--- src/hdl/fqd_ram.sv ---
module fqd_ram #(
	parameter int WIDTH = 32,
	parameter int DEPTH = 16,
	localparam int AW   = $clog2(DEPTH)
) (
	input  logic             clk,
	input  logic             we,
	input  logic [AW-1:0]    waddr,
	input  logic [WIDTH-1:0] wdata,
	input  logic             re,
	input  logic [AW-1:0]    raddr,
	output logic [WIDTH-1:0] rdata
);

	logic [WIDTH-1:0] mem [DEPTH];

	// one write port, one registered read port
	always_ff @(posedge clk) begin
		if (we) begin
			mem[waddr] <= wdata;
		end
		if (re) begin
			rdata <= mem[raddr];
		end
	end

endmodule

--- config.mk ---
export PLATFORM = sky130hd
export DESIGN_NAME = fqd_ram
export DESIGN_NICKNAME = d
export VERILOG_FILES = /design/src/hdl/fqd_ram.sv
export SDC_FILE = /design/constraint.sdc
export NUM_CORES = 1
export LEC_CHECK = 0
export BUFFER_PORTS_ARGS = -buffer_cell sky130_fd_sc_hd__buf_4
export CAP_MARGIN = 20
export CORE_MARGIN = 2
export CORE_UTILIZATION = 50
export CTS_CLUSTER_SIZE = 14
export DETAILED_ROUTE_END_ITERATION = 10
export HOLD_SLACK_MARGIN = 0.12
export PLACE_DENSITY_LB_ADDON = 0.3
export SLEW_MARGIN = 20
export SYNTH_ARGS = -nofsm -noshare
export SYNTH_HDL_FRONTEND = slang
export SYNTH_SLANG_ARGS = --single-unit
--- constraint.sdc ---
create_clock -name clk -period 6.8 [get_ports clk]
set_input_delay 1.02 -clock clk [delete_from_list [all_inputs] [get_ports clk]]
set_output_delay 1.02 -clock clk [all_outputs]
set_load 0.01 [all_outputs]
Word-level counts from Yosys, hierarchy flattened

Memory sizes are Yosys's and may differ from the RTL's. A register that Yosys moved wholly into a read port is not among the register bits.
Index checks and enable logic that the tools add are counted.

Register bits: 0
Memory bits (writable): 512
Input bits: 43
Output and inout port bits: 32
Memories: 1

Muxes and demuxes: 2

Memory list:

| memory | depth | width | read ports | clocked after memory_dff | write ports | RTL line | RTL |
|---|---|---|---|---|---|---|---|
| mem    | 16    | 32    | 1          | 1                        | 1           | 15       | `logic [WIDTH-1:0] mem [DEPTH];` |

Operators by type and width:

| cell              | count |
|---|---|
| two-way mux 1 bit | 2 |

Logic depth before layout (Yosys ltp)

Gate-level depths: netlist of run 1.

Depth in word-level cells: 2
Gate-level depth with buffers: 5
Gate-level depth less buffers: 3

Least setup slack after synthesis of run 1

No wires, ideal clock.

Path type: input -> register
Start point: input port waddr[2]
End point: memory mem[0][0] (enable)
Arrival: 3.738 ns
Data required time: 6.339 ns
Setup slack: 2.600 ns
Stages on the path: 2
Buffers on the path: 0
Cell sequence: or3b_2 -> nor3_1

RTL lines:

| item        | RTL line | RTL |
|---|---|---|
| from (decl) | 8        | `input logic [AW-1:0] waddr,` |
| to (decl)   | 15       |  |

No word-level cell before the write port.

==> flow_metrics.tcl, run 1 <==
set metrics [dict create \
    status "completed" \
    fin_cells 1516 \
    placedCellCount 1417 \
    regArea_um2 16340 \
    hold_violations 0 \
    via_per_inst 5.953 \
    wire_per_inst_um 27.57 \
    clk_pin_slew_ns 0.06 \
    netlist_area_um2 20170 \
    hold_class "flip-flop to flip-flop" \
    core_area_um2 39820 \
    place_congestion 0.6841 \
    yosysWarnings 0 \
    hold_depth 3 \
    crit_fanout 83 \
    rows 73 \
    grt_pass1_vias 9373 \
    dp_slack_ns 3.050 \
    numCtsBuffers 53 \
    cts_resized 0 \
    timing.final.crit_share_pct 43.76 \
    routed_wl_um 41790 \
    synth_seq_cells 544 \
    layout.cells.most_common "edfxtp_1" \
    cts_root_buf "clkbuf_16" \
    drt_iter0_drc 795 \
    drv_slew 0 \
    fp.dieH_um 204.9 \
    cpMaxStageDelayCell "buf_8" \
    grt_max_degree 84 \
    grt_setup_unrepaired "false" \
    cts.sinks 544 \
    num-fill-cells 2866 \
    final_antenna_net_count 0 \
    syn-num-nets 881 \
    cp.arrival_ns 3.28 \
    finalPower_mw 6.884 \
    fin_crit_ns 2.975 \
    insertedDiodeCount 0 \
    first_pass_iters 4 \
    cts_buffer_depth 3 \
    insertion_delay_ns 0.57 \
    p_per_area_nw_per_um2 297.8 \
    peakVddDrop_v 0.0001998 \
    grt_pass1_wl_um 61460 \
    htree_levels 2 \
    grt_use_total_pct 20.53 \
    r2r-start "mem[10][22]$_DFFE_PP_" \
    port_buffers 74 \
    multi_input_area_um2 3750 \
    crit_type "input port to flip-flop" \
    final_util_pct 58.05 \
    cts_tree "yes" \
    postCtsSetupBuffers 0 \
    holdWs_ns 0.7381 \
    setup_ws_ns 3.825 \
    antenna_found_initial 1 \
    place_area_um2 21480 \
    drc 0 \
    power_leakage_nw 7.364 \
    cts_hold_buf 0 \
    clock.fmax_ghz 0.3361 \
    required_ns 7.11 \
    dieArea_um2 41970 \
    vias 9024 \
    max_slew_margin_pct 26.71 \
    avgSynthCellArea_um2 24.07 \
    cap_violations 0 \
    start_kind "input port" \
    reg2regPathDepth 3 \
    whs_endpoint "rdata[7]$_DFFE_PP_" \
    syn_inst 838 \
    final_layout_size_suffix_gt1_share_pct 31.89 \
    reg2reg_slack_ns 5.30 \
    final_nets 990 \
    worst_pin_slew_ns 1.099 \
    fin_worst_skew_ns 0.006239 \
    boundaryPins 75 \
    setup_violations 0 \
    hold_path.startpoint "mem[12][7]$_DFFE_PP_" \
    final_cell_mix "edfxtp_1 (544), mux4_2 (128), buf_4 (96), a22oi_1 (64), clkbuf_16 (55)" \
    syn2layout_area_growth_pct 14.59 \
    max_stage_delay_ns 0.70 \
    globalRouteOverflowTotal 0 \
    crit_chain "buf_8 -> buf_4 -> mux4_2 -> a22oi_1 -> nand2_1" \
    start_util_pct 50.66 \
    reg2reg_to "rdata[22]$_DFFE_PP_" \
    place_hpwl_um 19350 \
    synth.distinct_cells 17 \
    yosysSeqAreaShare_pct 80.97 \
    finalSetupTns_ns 0 \
    die_w_um 204.9 \
    final_cell_area_um2 23120 \
    cp-end-kind "flip-flop" \
]
==> critical path: cells and delay by family <==
kind	cells	cell delay [ns]
and+or+nand+nor	1	0.08
buffers and inverters	2	1.33
muxes	1	0.59
AOI/OAI and AO/OA	1	0.21
==> area by class of cell <==
class / instances / area share (%)
clock buffer: 66 / 6.132
tap: 525 / 2.842
sequential: 544 / 70.66
clock inverter: 33 / 0.9580
multi-input combinational: 251 / 16.22
timing repair buffer: 97 / 3.183
==> metal layers <==
metal	wire length [um]	up-vias	GRT usage, %
li1	-	3816	-
met1	16940	4824	28.61
met2	21410	327	34.54
met3	2701	55	3.293
met4	726	2	4.805
met5	14	-	0
==> synthesized netlist by cell type <==
master | instances | area, um2
nand3b_1 | 2 | 15.01
edfxtp_1 | 544 | 16340
nand3_1 | 1 | 5.000
and2_1 | 1 | 6.260
buf_6 | 2 | 22.52
a22oi_1 | 64 | 480.5
clkbuf_1 | 17 | 63.81
nor2b_1 | 2 | 12.51
nor3_1 | 4 | 20.02
buf_2 | 4 | 20.02
or3b_2 | 1 | 8.760
mux4_2 | 128 | 2883
nand2b_1 | 2 | 12.51
nand2_1 | 33 | 123.9
buf_4 | 11 | 82.58
buf_1 | 9 | 33.78
nor2_1 | 13 | 48.80
==> registers in the layout, summed over array words and instances (netlist names) <==
| name | cells |
|---|---|
| mem | 512 |
| rdata | 32 |
==> kinds of logic after synthesis <==
group / share of synthesized area (%)
simple gates: 1.253
compound gates: 2.382
flops: 80.97
buf+inv: 1.104
mux: 14.29
==> power by group <==
part	internal, mW	leakage, nW	switching, mW
Combinational	0.143	1.61	0.190
Sequential	3.78	4.94	0.0230
Clock	1.58	0.809	1.17
==> worst max-delay path by stage <==
stage,from,end,depth (start not counted)
floorplan,waddr[2],mem[0][0]$_DFFE_PP_,2
global placement,raddr[0],rdata[28]$_DFFE_PP_,5
detailed placement,raddr[0],rdata[29]$_DFFE_PP_,5
CTS,raddr[0],rdata[29]$_DFFE_PP_,5
global route,raddr[0],rdata[25]$_DFFE_PP_,5
finish,raddr[0],rdata[28]$_DFFE_PP_,5
No activity file was read; power rests on OpenSTA's default activity.
==> inputs of run 2 (changes only) <==
--- a/config.mk
+++ b/config.mk
@@ -5,6 +5,7 @@
 export SDC_FILE = /design/constraint.sdc
 export NUM_CORES = 1
 export LEC_CHECK = 0
+export ABC_AREA = 1
 export BUFFER_PORTS_ARGS = -buffer_cell sky130_fd_sc_hd__buf_4
 export CAP_MARGIN = 20
 export CORE_MARGIN = 2
==> constraint.sdc (replaced) <==
create_clock -name clk -period 3.1 [get_ports clk]
set_input_delay 0.465 -clock clk [delete_from_list [all_inputs] [get_ports clk]]
set_output_delay 0.465 -clock clk [all_outputs]
set_load 0.01 [all_outputs]
==> flow_metrics.tcl, run 2 <==
set metrics [dict create \
    status "completed" \
    fp.dieH_um 218.7 \
    syn-num-nets 2163 \
    required_ns 2.63 \
    cts_resized 0 \
    crit_chain "buf_4" \
    sequentialPowerShare_pct 53.9 \
    fin_crit_ns 1.664 \
    place_congestion 0.7753 \
    htree_levels 2 \
    synth.distinct_cells 14 \
    final_cell_area_um2 25890 \
    num-fill-cells 3771 \
    yosysWarnings 0 \
    cts.sinks 544 \
    insertion_delay_ns 0.60 \
    cap_violations 0 \
    grt_pass1_vias 14540 \
    yosysMostFrequentCell "nand2_1" \
    drv_slew 0 \
    boundaryPins 75 \
    grt_setup_unrepaired "false" \
    max_slew_margin_pct 49.01 \
    antenna_found_initial 0 \
    cp-end-kind "output port" \
    holdWs_ns 0.1712 \
    setup_violations 0 \
    place_hpwl_um 27310 \
    cts_tree "yes" \
    netlist_area_um2 23050 \
    cts_buffer_depth 3 \
    p_sw_mw 3.394 \
    place_area_um2 24250 \
    cts_hold_buf 0 \
    largest_register_ff_count 512 \
    cpMaxStageDelayCell "edfxtp_1" \
    timing.final.crit_share_pct 53.69 \
    die_w_um 218.7 \
    dieArea_um2 47840 \
    globalRouteOverflowTotal 0 \
    power_leakage_nw 10.91 \
    peakVddDrop_v 0.0004162 \
    max_stage_delay_ns 0.44 \
    wire_per_inst_um 18.41 \
    placedCellCount 2726 \
    synth_top_cell_by_area "edfxtp_1" \
    first_pass_iters 5 \
    routed_wl_um 52000 \
    drc 0 \
    p_clk_share_pct 39.8 \
    drt_iter0_drc 1524 \
    fin_worst_skew_ns 0.01302 \
    core_area_um2 45480 \
    postCtsSetupBuffers 0 \
    insertedDiodeCount 0 \
    cts_root_buf "clkbuf_16" \
    start_kind "flip-flop" \
    port_buffers 74 \
    start_util_pct 50.69 \
    final_layout_size_suffix_gt1_share_pct 9.038 \
    crit_family "flip-flops" \
    final_cell_mix "nand2_1 (677), edfxtp_1 (544), inv_1 (386), nand3_1 (385), buf_4 (95)" \
    crit_fanout 1 \
    vias 14660 \
    yosysSeqAreaShare_pct 70.87 \
    power_frac_comb_pct 6.3 \
    syn_inst 2120 \
    hold_violations 0 \
    syn2layout_area_growth_pct 12.33 \
    synthTopCellsByArea "edfxtp_1 (71%), nand2_1 (11%), nand3_1 (8.4%)" \
    final_nets 2225 \
    max_flop_register "mem" \
    clk_pin_slew_ns 0.06 \
    grt_pass1_wl_um 81300 \
    cp.arrival_ns 1.20 \
    reg2reg_slack_ns 1.86 \
    netlist.area_leader.share_pct 70.87 \
    synthArstFlopShare_pct 0 \
    finalPower_mw 15.46 \
    rows 78 \
    power_switching_share_pct 21.95 \
    via_per_inst 5.192 \
    crit_type "flip-flop to output port" \
    final_antenna_net_count 0 \
    grt_max_degree 153 \
    worst_pin_slew_ns 0.7648 \
    clock.fmax_ghz 0.6008 \
    synth_ff_type "edfxtp_1" \
    finalSetupTns_ns 0 \
    fin_cells 2824 \
    synth_seq_cells 544 \
    grt_use_total_pct 22.30 \
    hold_class "input port to flip-flop" \
    avgSynthCellArea_um2 10.87 \
    internal-power_mw 12.07 \
    synth-edff-count 544 \
    p_per_area_nw_per_um2 597.2 \
    crit_buf_inv 1 \
    numCtsBuffers 54 \
    synth_commonest_cells "nand2_1 (677), edfxtp_1 (544), inv_1 (388)" \
    reg_top3 "mem (512), rdata (32)" \
    layout.cells.most_common "nand2_1" \
]
## run 2: routing by layer
metal | routed length (um) | track usage (%)
met5 | 0 | 0
met3 | 3879 | 3.229
met1 | 22410 | 31.12
met4 | 1216 | 6.869
met2 | 24490 | 36.41
## run 2: power groups by stage
stage | Combinational (mW) | Sequential [mW] | Clock [mW]
final | 0.981 | 8.33 | 6.15
after global routing | 1.09 | 8.34 | 6.50
after CTS | 0.985 | 8.33 | 6.22
after detailed placement | 0.978 | 8.49 | 0
after global placement | 0.962 | 8.48 | 0
after floorplan | 0.561 | 8.50 | 0
## run 2: cell families (layout without fill, tap and decap cells)
kind of cell	Yosys count	count (layout)	share of synthesized area, %
and+or+nand+nor	1081	1081	19.73
buffers and inverters	495	599	9.407
DFF	544	544	70.87
## run 2: final timing paths
| path | from | end | cells after the start |
|---|---|---|---|
| max | rdata[7]$_DFFE_PP_ | rdata[7] | 1 |
| min | wdata[17] | mem[13][17]$_DFFE_PP_ | 1 |
| min reg2reg | mem[11][9]$_DFFE_PP_ | rdata[9]$_DFFE_PP_ | 6 |
| max reg2reg | mem[1][0]$_DFFE_PP_ | rdata[0]$_DFFE_PP_ | 6 |
## run 2: final cells by class
type,instances,area [um2],share of cell area (%)
inverter,390,1471,5.683
clock inverter,30,216.5,0.8360
multi-input combinational,1081,4667,18.02
sequential,544,16340,63.09
timing repair buffer,111,1027,3.967
tap,600,750.7,2.899
clock buffer,68,1425,5.504
## run 2: stage by stage
| step | worst slack (ns) | utilization [%] |
|---|---|---|
| floorplan | 0.6423 | - |
| global placement | 0.8948 | 53.33 |
| detailed placement | 0.8615 | 53.33 |
| CTS | 1.391 | 56.94 |
| global route | 1.408 | 56.94 |
| finish | 1.436 | 56.94 |
