==> src/hdl/fqd_step_unit.sv <==
module fqd_step_unit #(
	parameter int DEPTH        = 16,
	parameter int HANDLE_WIDTH = 32,
	localparam int AW          = $clog2(DEPTH),
	localparam int CW          = $clog2(DEPTH + 1)
) (
	input  logic [AW-1:0]           base,
	input  logic [CW-1:0]           offset,
	input  logic [HANDLE_WIDTH-1:0] lhs,
	input  logic [HANDLE_WIDTH-1:0] rhs,
	output logic [AW-1:0]           addr,
	output logic                    match
);

	logic [CW:0] sum;
	logic [CW:0] wrapped;

	// ring address: base + offset, folded once back into the store
	always_comb begin
		sum     = (CW + 1)'(base) + (CW + 1)'(offset);
		wrapped = (sum >= (CW + 1)'(DEPTH)) ? sum - (CW + 1)'(DEPTH) : sum;
		addr    = wrapped[AW-1:0];
	end

	// handle compare for the search
	assign match = (lhs == rhs);

endmodule

==> config.mk <==
export PLATFORM = sky130hd
export DESIGN_NAME = fqd_step_unit
export DESIGN_NICKNAME = d
export VERILOG_FILES = /design/src/hdl/fqd_step_unit.sv
export SDC_FILE = /design/constraint.sdc
export NUM_CORES = 1
export LEC_CHECK = 0
export BUFFER_PORTS_ARGS = -buffer_cell sky130_fd_sc_hd__buf_2
export CAP_MARGIN = 10
export CORE_MARGIN = 5
export CORE_UTILIZATION = 28
export DETAILED_ROUTE_END_ITERATION = 8
export PLACE_DENSITY = 0.91
export SLEW_MARGIN = 5
export SYNTH_ARGS = -nofsm -noshare
export SYNTH_HDL_FRONTEND = slang
export SYNTH_SLANG_ARGS = --single-unit
==> constraint.sdc <==
create_clock -name vclk -period 1.8
set_clock_uncertainty 0.05 [all_clocks]
set_input_delay 0.45 -clock vclk [all_inputs]
set_output_delay 0.45 -clock vclk [all_outputs]
set_load 0.05 [all_outputs]
# --- Yosys cells after proc, flatten, opt, wreduce, memory -nomap -nowiden ---
# Cells that the tools add are included.
# W data, S select, Z words.
totals:
  regBits: 0
  latchBits: 0
  ram_bits: 0
  mem_bits_ro: 0
  in_bits: 73
  out_inout_bits: 5
  wordCells: 5
  n_memories: 0
op_classes:
  n_addsub: 2
  n_mul: 0
  div_mod_pow: 0
  order_cmp: 1
  n_eq_ne: 1
  shifts: 0
  n_mux: 1
  bitwise: 0
  n_reduce_logical: 0
op_table:
  columns: ["operator", "n"]
  rows:
  - ["$eq A32 B32 Y1", 1]
  - ["$add A4 B5 Y6", 1]
  - ["$ge A6 B5 Y1 const B", 1]
  - ["$mux W4", 1]
  - ["$sub A4 B1 Y4 const B", 1]

# --- Logic depth before layout (Yosys ltp) ---
# Gate-level depths: netlist of the first run.
logic_depth:
  word_depth: 3
  ltp_mapped: 4

# --- Worst setup path before layout of the first run ---
# OpenSTA, ideal clock, no wires.
synth_path:
  kind: "input port to output port"
  from: "in offset[0]"
  to: "out addr[2]"
  arrival_ns: 1.804
  t_required_ns: 1.300
  setup_slack_ns: -0.504
  stages: 3
  path_cell_list: "ha_1 > fa_1 > xor2_1"
synth_between:
  elab_chain_cells: 3
  elab_cells_between_ends: 4
  classes_between: "add/sub: 2; order compare: 1; mux: 1"
synth_lines:
  columns: ["element", "line", "text"]
  rows:
  - ["start, declared", "8", "input logic [CW-1:0] offset,"]
  - ["$add A4 B5 Y6 *", "20", "sum = (CW + 1)'(base) + (CW + 1)'(offset);"]
  - ["$ge A6 B5 Y1 or $sub A4 B1 Y4 (tied branches)", "21", "wrapped = (sum >= (CW + 1)'(DEPTH)) ? sum - (CW + 1)'(DEPTH) : sum;"]
  - ["$mux W4 *", "21", null]
  - ["end, declared", "11", "output logic [AW-1:0] addr,"]
# Mark *: on every way between the ends. The rest lies on a longest branch, timed or not.

# --- Worst setup path in the final report of the first run ---
layout_path:
  from: "in rhs[9]"
  to: "out match"
layout_between:
  elab_chain_cells: 1
layout_lines:
  columns: ["element", "line", "text"]
  rows:
  - ["start, declared", "10", "input logic [HANDLE_WIDTH-1:0] rhs,"]
  - ["$eq A32 B32 Y1", "26", "assign match = (lhs == rhs);"]
  - ["end, declared", "12", "output logic match"]
# Every way passes these cells.

==> flow_metrics.tcl, run 1 <==
set metrics [dict create \
    outcome "complete, but fails checks" \
    violations "negative setup slack" \
    start_util 0.2940 \
    fin_setup_tns_ns -0.5337 \
    holdWs_ns 1.276 \
    worstMarginPinSlew_ns 0.3858 \
    io-pin-count 78 \
    maxCapViolCount 0 \
    arrival_ns 1.51 \
    setup_viol 4 \
    cp-end-kind "output pin" \
    drc 0 \
    die_area_um2 2477 \
    finalPower_mw 0.3244 \
    required_ns 1.30 \
    ant_nets 0 \
    overflow 0 \
    final-seq-area_um2 0 \
    antenna_found_initial 0 \
    portBuffers 77 \
    fill_cells 107 \
    synthCells 52 \
    setup_slack_ns -0.2140 \
    synth_top_area_cell "xor2_1" \
    flops_and_latches 0 \
    clockPowerShare 0 \
    crit_type "primary input to output pin" \
    syn-num-nets 129 \
    yosysWarnings 0 \
    grt_pass1_vias 736 \
    max_freq_mhz 496.5 \
    multiInputGateArea_um2 555.5 \
    worstHoldPathType "primary input to output pin" \
    core_area_um2 1506 \
    routed_via_density 4.662 \
    layout-drive-gt1-share 0.6970 \
    power.switching_mw 0.1545 \
    nNetsFinal 211 \
    seqPwrFrac 0 \
    period_needed_ns 2.014 \
    grt_max_degree 3 \
    syn_avg_cell_area_um2 8.518 \
    grt_pass1_wl_um 2739 \
    rsz0062_at_grt "true" \
    die_h_um 49.77 \
    ys_seq_area_frac 0 \
    via_count 690 \
    antenna_cells 0 \
    combPwrFrac 1.000 \
    synth_top_area_frac 0.6723 \
    drt-pass1-iter-count 2 \
    swShare 0.4762 \
    wl_per_cell_um 13.42 \
    syn-cell-area_um2 442.9 \
    dp_hpwl_um 1668 \
    ys_top_cells_by_area "xor2_1 67%, nor4_1 11%, ha_1 8.5%" \
    wl_um 1986 \
    chipWidth_um 49.77 \
    nClkBuffers 0 \
    start_kind "primary input" \
    rows 14 \
    maxSlewViolCount 0 \
    hold_viol_final 0 \
    cp_max_fo 1 \
    drtIter0Drc 1 \
    place_congestion 0.6885 \
    p_int_mw 0.1699 \
    synth_cell_types 9 \
    power.leakage_nw 0.5596 \
    peakVddDrop_v 0.0001580 \
    p_per_area_nw_per_um2 297.6 \
    grtUsageTotal 0.1312 \
    fin_crit_sh 1.119 \
    areaGrowthSynthToFinish_pct 146.0 \
    slew_headroom 0.7419 \
]
## worst paths after layout
kind                     from       to  slack (ns)  cells past startpoint
worst max-delay path   rhs[9]    match       -0.21                      6
worst min-delay path  base[0]  addr[0]        1.28                      3
## cells by family after synthesis
family | share of synthesized area
AND/OR/NAND/NOR | 0.1497
adder cells (fa/ha/maj) | 0.1300
AO/OA/AOI/OAI | 0.02824
XOR/XNOR | 0.6921
## cells in the final DEF, fill, tap and decap left out
| master | synthesis | layout |
|---|---|---|
| buf_2 | 0 | 63 |
| xor2_1 | 34 | 32 |
| buf_6 | 0 | 11 |
| nor4_1 | 8 | 5 |
| buf_8 | 0 | 4 |
| nor4_2 | 0 | 3 |
| nand4_1 | 2 | 2 |
| ha_4 | 0 | 2 |
| buf_4 | 0 | 2 |
| a21o_1 | 1 | 1 |
| a21oi_4 | 0 | 1 |
| xnor2_4 | 0 | 1 |
| xor2_4 | 0 | 1 |
| xor2_2 | 0 | 1 |
| nor2_4 | 0 | 1 |
| fa_2 | 0 | 1 |
| ha_2 | 0 | 1 |
## metal layers
metal / global-route usage / wire, um / share of wire
met2: 0.2797 / 1139 / 0.57
met3: 0.05120 / 275 / 0.14
met5: 0 / 0 / 0
met4: 0 / 14 / 0.0070
met1: 0.1169 / 557 / 0.28
## cell type report
class                      count  share of cell area
tap                           16             0.01837
timing repair buffer          80              0.4719
multi-input combinational     52              0.5098
## synthesized netlist by cell type (all sizes together)
cell,count
xor2,34
xnor2,1
nor2,1
a21oi,1
ha,3
a21o,1
nand4,2
nor4,8
fa,1
## power groups by stage
stage,Combinational [mW],Clock (mW),Sequential (mW)
3_5_place_dp,0.271,0,0
2_1_floorplan,0.162,0,0
4_1_cts,0.308,0,0
5_1_grt,0.350,0,0
3_3_place_gp,0.264,0,0
6_report,0.324,0,0
## repair_timing
item	4_1_cts	5_1_grt
buffers inserted	1	0
gates resized for setup	20	10
pin swaps	8	15
gates cloned	0	0
endpoints found under the setup margin	4	4
hold buffers	0	0
## stage by stage
step / cells / setup WS [ns] / util / area [um2]
final: 148 / -0.2140 / 0.7234 / 1090
after global routing: 148 / -0.3092 / 0.7234 / 1090
after CTS: 148 / -0.2096 / 0.6827 / 1028
after detailed placement: 147 / -0.3378 / 0.6221 / 937.1
after global placement: 147 / -0.3245 / 0.6221 / 937.1
after floorplan: 52 / -0.03734 / - / 516.7
## critical path: stages
cell and delay (ns):
buf_2 0.10, xor2_1 0.16, nor4_2 0.29, nand4_1 0.19, nor2_4 0.16, buf_8 0.15
(Power assumes the default switching activity.)
==> inputs of run 2 (changes only) <==
--- a/config.mk
+++ b/config.mk
@@ -15,3 +15,4 @@
 export SYNTH_ARGS = -nofsm -noshare
 export SYNTH_HDL_FRONTEND = slang
 export SYNTH_SLANG_ARGS = --single-unit
+export TNS_END_PERCENT = 30
==> constraint.sdc (replaced) <==
create_clock -name vclk -period 1.8
set_clock_uncertainty 0.05 [all_clocks]
set_input_delay 0.54 -clock vclk [all_inputs]
set_output_delay 0.54 -clock vclk [all_outputs]
set_load 0.05 [all_outputs]
==> run 2 against run 1 <==
The run still ends with negative setup slack left; via count grew 0.87%; worst hold slack gained 0.21 ns; highest routed layer unchanged; critical path depth is the same; count of clock-buffer cells in the layout is the same; combinational power shrank 3%; worst setup slack lost 0.32 ns; core utilization shrank 4.2 points; flip-flop and latch count is the same; fmax shrank 14%; die area is the same.
==> flow_metrics.tcl, run 2 (synthesis gave the netlist of run 1 again) <==
set metrics [dict create \
    required_ns 1.21 \
    holdWs_ns 1.488 \
    layout_commonest_cell "buf_2" \
    nClkBuffers 0 \
    wl_um 2105 \
    io-pin-count 78 \
    grt_pass1_wl_um 2877 \
    grtUsageTotal 0.1386 \
    flops_and_latches 0 \
    setup_slack_ns -0.5370 \
    peakVddDrop_v 0.0001247 \
    violations "negative setup slack" \
    p_per_area_nw_per_um2 305.4 \
    portBuffers 77 \
    areaGrowthSynthToFinish_pct 131.9 \
    antenna_found_initial 0 \
    worstHoldPathType "primary input to output pin" \
    cp-end-kind "output pin" \
    via_count 696 \
    rsz0062_at_grt "true" \
    chipWidth_um 49.77 \
    start_kind "primary input" \
    worstMarginPinSlew_ns 0.3856 \
    fin_setup_tns_ns -1.517 \
    drt-pass1-iter-count 1 \
    fin_crit_sh 1.298 \
    final-seq-area_um2 0 \
    setup_viol 4 \
    hold_viol_final 0 \
    period_needed_ns 2.337 \
    maxCapViolCount 0 \
    dpl_worst_slack_ns -0.5391 \
    wl_per_cell_um 14.22 \
    power.leakage_nw 0.5403 \
    cp_max_fo 1 \
    start_util 0.2940 \
    grt_max_degree 3 \
    overflow 0 \
    grt_pass1_vias 741 \
    layout_common_cells "70 x buf_2, 33 x xor2_1, 6 x buf_6" \
    core_area_um2 1506 \
    final_cells 148 \
    rows 14 \
    routed_via_density 4.703 \
    place_congestion 0.7063 \
    drc 0 \
    die_area_um2 2477 \
    arrival_ns 1.75 \
    outcome "complete, but fails checks" \
    fin_util 0.6819 \
    die_h_um 49.77 \
    maxSlewViolCount 0 \
    dp_hpwl_um 1669 \
    layout-drive-gt1-share 0.6894 \
    ant_nets 0 \
    antenna_cells 0 \
    crit_type "primary input to output pin" \
    max_freq_mhz 427.9 \
    drtIter0Drc 0 \
    slew_headroom 0.7405 \
    place_inst 148 \
    nNetsFinal 211 \
]
## run 2: cell count changes in the layout (fill, tap and decap cells not counted)
| cell | delta |
|---|---|
| xor2_1 | +1 |
| buf_4 | +1 |
| nor4_1 | -1 |
| xor2_2 | -1 |
| ha_2 | -1 |
| buf_8 | -3 |
| ha_1 | +1 |
| buf_6 | -5 |
| nor4_2 | +1 |
| buf_2 | +7 |
## run 2: final cells by class
| cell class | instances | area, um2 |
|---|---|---|
| well taps | 16 | 20.02 |
| multi-input cells | 52 | 551.8 |
| repair buffers | 80 | 455.4 |
| fillers | 128 | 479.2 |
## run 2: metal layers
layer  share of wire  track usage
met5               0            0
met4           0.020            0
met3            0.11      0.02711
met2            0.60       0.3051
met1            0.27       0.1313
## run 2: worst max-delay path: stages
cell     delay [ns]
buf_2          0.11
xor2_1         0.17
nor4_1         0.39
nand4_1        0.22
nor2_4         0.15
buf_6          0.16
## run 2: path summary, 6_finish.rpt
path                  endpoint  depth (start not counted)     from  slack, ns
worst max-delay path     match                          6   rhs[3]      -0.54
worst min-delay path   addr[0]                          3  base[0]       1.49
## run 2: where the power goes
part           switching, mW  total (mW)  internal [mW]
sequential                 0           0              0
combinational          0.158       0.314          0.156
clock                      0           0              0
total                  0.158       0.314          0.156
## run 2: through the flow
stage                     cell area, um2  total power, mW
after CTS                          973.4           0.2939
final                               1027           0.3137
after floorplan                    506.7           0.1572
after global routing                1027           0.3377
after global placement             934.6           0.2605
after detailed placement           934.6           0.2697
## run 2: timing repair
action,CTS,global route
hold buffers,0,0
hold endpoints to repair,0,0
buffers inserted,0,0
setup endpoints to repair,4,4
gates resized for setup,10,10
pin swaps,8,7
==> inputs of run 3 (changes only) <==
--- a/config.mk
+++ b/config.mk
@@ -11,6 +11,7 @@
 export CORE_UTILIZATION = 28
 export DETAILED_ROUTE_END_ITERATION = 8
 export PLACE_DENSITY = 0.91
+export SETUP_SLACK_MARGIN = 0.3
 export SLEW_MARGIN = 5
 export SYNTH_ARGS = -nofsm -noshare
 export SYNTH_HDL_FRONTEND = slang
==> run 3 against run 2 <==
The flow still finishes with violations (negative setup slack); sequential share of layout area unchanged; critical path depth unchanged; die area unchanged; flip-flop and latch count is the same.
==> flow_metrics.tcl, run 3 (synthesis gave the netlist of run 1 again) <==
set metrics [dict create \
    overflow 0 \
    chipWidth_um 49.77 \
    fin_util 0.6993 \
    critical-path-slowest-cell "nor4_1" \
    layout-drive-gt1-share 0.6894 \
    die_h_um 49.77 \
    cp_slowest_stage_delay_ns 0.42 \
    power.switching_mw 0.1622 \
    rows 14 \
    hold_buffers 0 \
    antenna_cells 0 \
    start_kind "primary input" \
    antenna_found_initial 0 \
    p_int_mw 0.1652 \
    combPwrFrac 1.000 \
    wl_um 2279 \
    dp_hpwl_um 1669 \
    worstPathCellList "buf_2 -> xor2_1 -> nor4_1 -> nand4_1 -> nor2_4 -> buf_6" \
    flops_and_latches 0 \
    maxCapViolCount 0 \
    rsz0062_at_grt "true" \
    grt_max_degree 3 \
    layout_common_cells "67 x buf_2, 33 x xor2_1, 7 x buf_6" \
    routed_via_density 4.730 \
    layout_commonest_cell "buf_2" \
    start_util 0.2940 \
    slew_headroom 0.7281 \
    via_count 700 \
    period_needed_ns 2.371 \
    cp-end-kind "output pin" \
    violations "negative setup slack" \
    arrival_ns 1.78 \
    setup_viol 4 \
    grt_pass1_wl_um 2891 \
    grt_pass1_vias 741 \
    clockPowerShare 0 \
    place_congestion 0.7063 \
    io-pin-count 78 \
    power.leakage_nw 0.5494 \
    worstMarginPinSlew_ns 0.4041 \
    multiInputGateArea_um2 551.8 \
    die_area_um2 2477 \
    nClkBuffers 0 \
    grtUsageTotal 0.1404 \
    drtIter0Drc 1 \
    nNetsFinal 211 \
    ant_nets 0 \
    fin_setup_tns_ns -1.536 \
    core_area_um2 1506 \
    fin_crit_sh 1.317 \
    p_per_area_nw_per_um2 310.8 \
    setup_slack_ns -0.5707 \
    drc 0 \
    wl_per_cell_um 15.40 \
    areaGrowthSynthToFinish_pct 137.9 \
    max_freq_mhz 421.8 \
    fill_cells 126 \
    crit_type "primary input to output pin" \
    outcome "complete, but fails checks" \
    peakVddDrop_v 0.0001252 \
    hold_viol_final 0 \
    worstHoldPathType "primary input to output pin" \
    final-seq-area_um2 0 \
    drt-pass1-iter-count 4 \
    portBuffers 77 \
    swShare 0.4955 \
    seqPwrFrac 0 \
    cp_max_fo 1 \
    maxSlewViolCount 0 \
    required_ns 1.21 \
]
==> run 3: cell counts in the layout (fill, tap and decap cells not counted) <==
No cell type changed its count.
==> run 3: worst paths after layout <==
path | from | endpoint | cells after the start
min | base[0] | addr[0] | 3
max | rhs[25] | match | 6
==> run 3: critical path: cells and delay by family <==
kind,cells,cell delay [ns]
buffers and inverters,2,0.27
AND/OR/NAND/NOR,3,0.79
XOR/XNOR,1,0.17
==> run 3: power groups by stage <==
stage	sequential, mW	clock [mW]	combinational, mW
after CTS	0	0	0.304
after floorplan	0	0	0.157
after global placement	0	0	0.261
after global routing	0	0	0.351
final	0	0	0.327
after detailed placement	0	0	0.270
==> run 3: timing repair <==
| action | 4_1_cts | 5_1_grt |
|---|---|---|
| pin swaps | 9 | 8 |
| endpoints found under the setup margin | 5 | 5 |
| resized for setup | 15 | 11 |
| buffers inserted | 0 | 0 |
==> run 3: through the flow <==
stage	std cells	power [mW]	setup slack, ns	hold WS [ns]	cell area (um2)
4_1_cts	148	0.3036	-0.4035	1.357	996.0
5_1_grt	148	0.3509	-0.6846	1.364	1054
6_report	148	0.3274	-0.5707	1.354	1054
3_5_place_dp	148	0.2697	-0.5391	1.490	934.6
2_1_floorplan	52	0.1572	-0.2173	1.225	506.7
3_3_place_gp	148	0.2605	-0.5002	1.483	934.6
==> run 3: per-layer routing <==
| layer | part of all wire | track usage | routed length, um |
|---|---|---|---|
| met5 | 0 | 0 | 0 |
| met4 | 0.014 | 0 | 33 |
| met3 | 0.10 | 0.02711 | 239 |
| met2 | 0.59 | 0.3136 | 1356 |
| met1 | 0.29 | 0.1295 | 650 |
==> run 3: final cells by class <==
class                           instances  area share
Timing Repair Buffer                   80      0.4572
Multi-Input combinational cell         52      0.5238
Tap cell                               16     0.01900
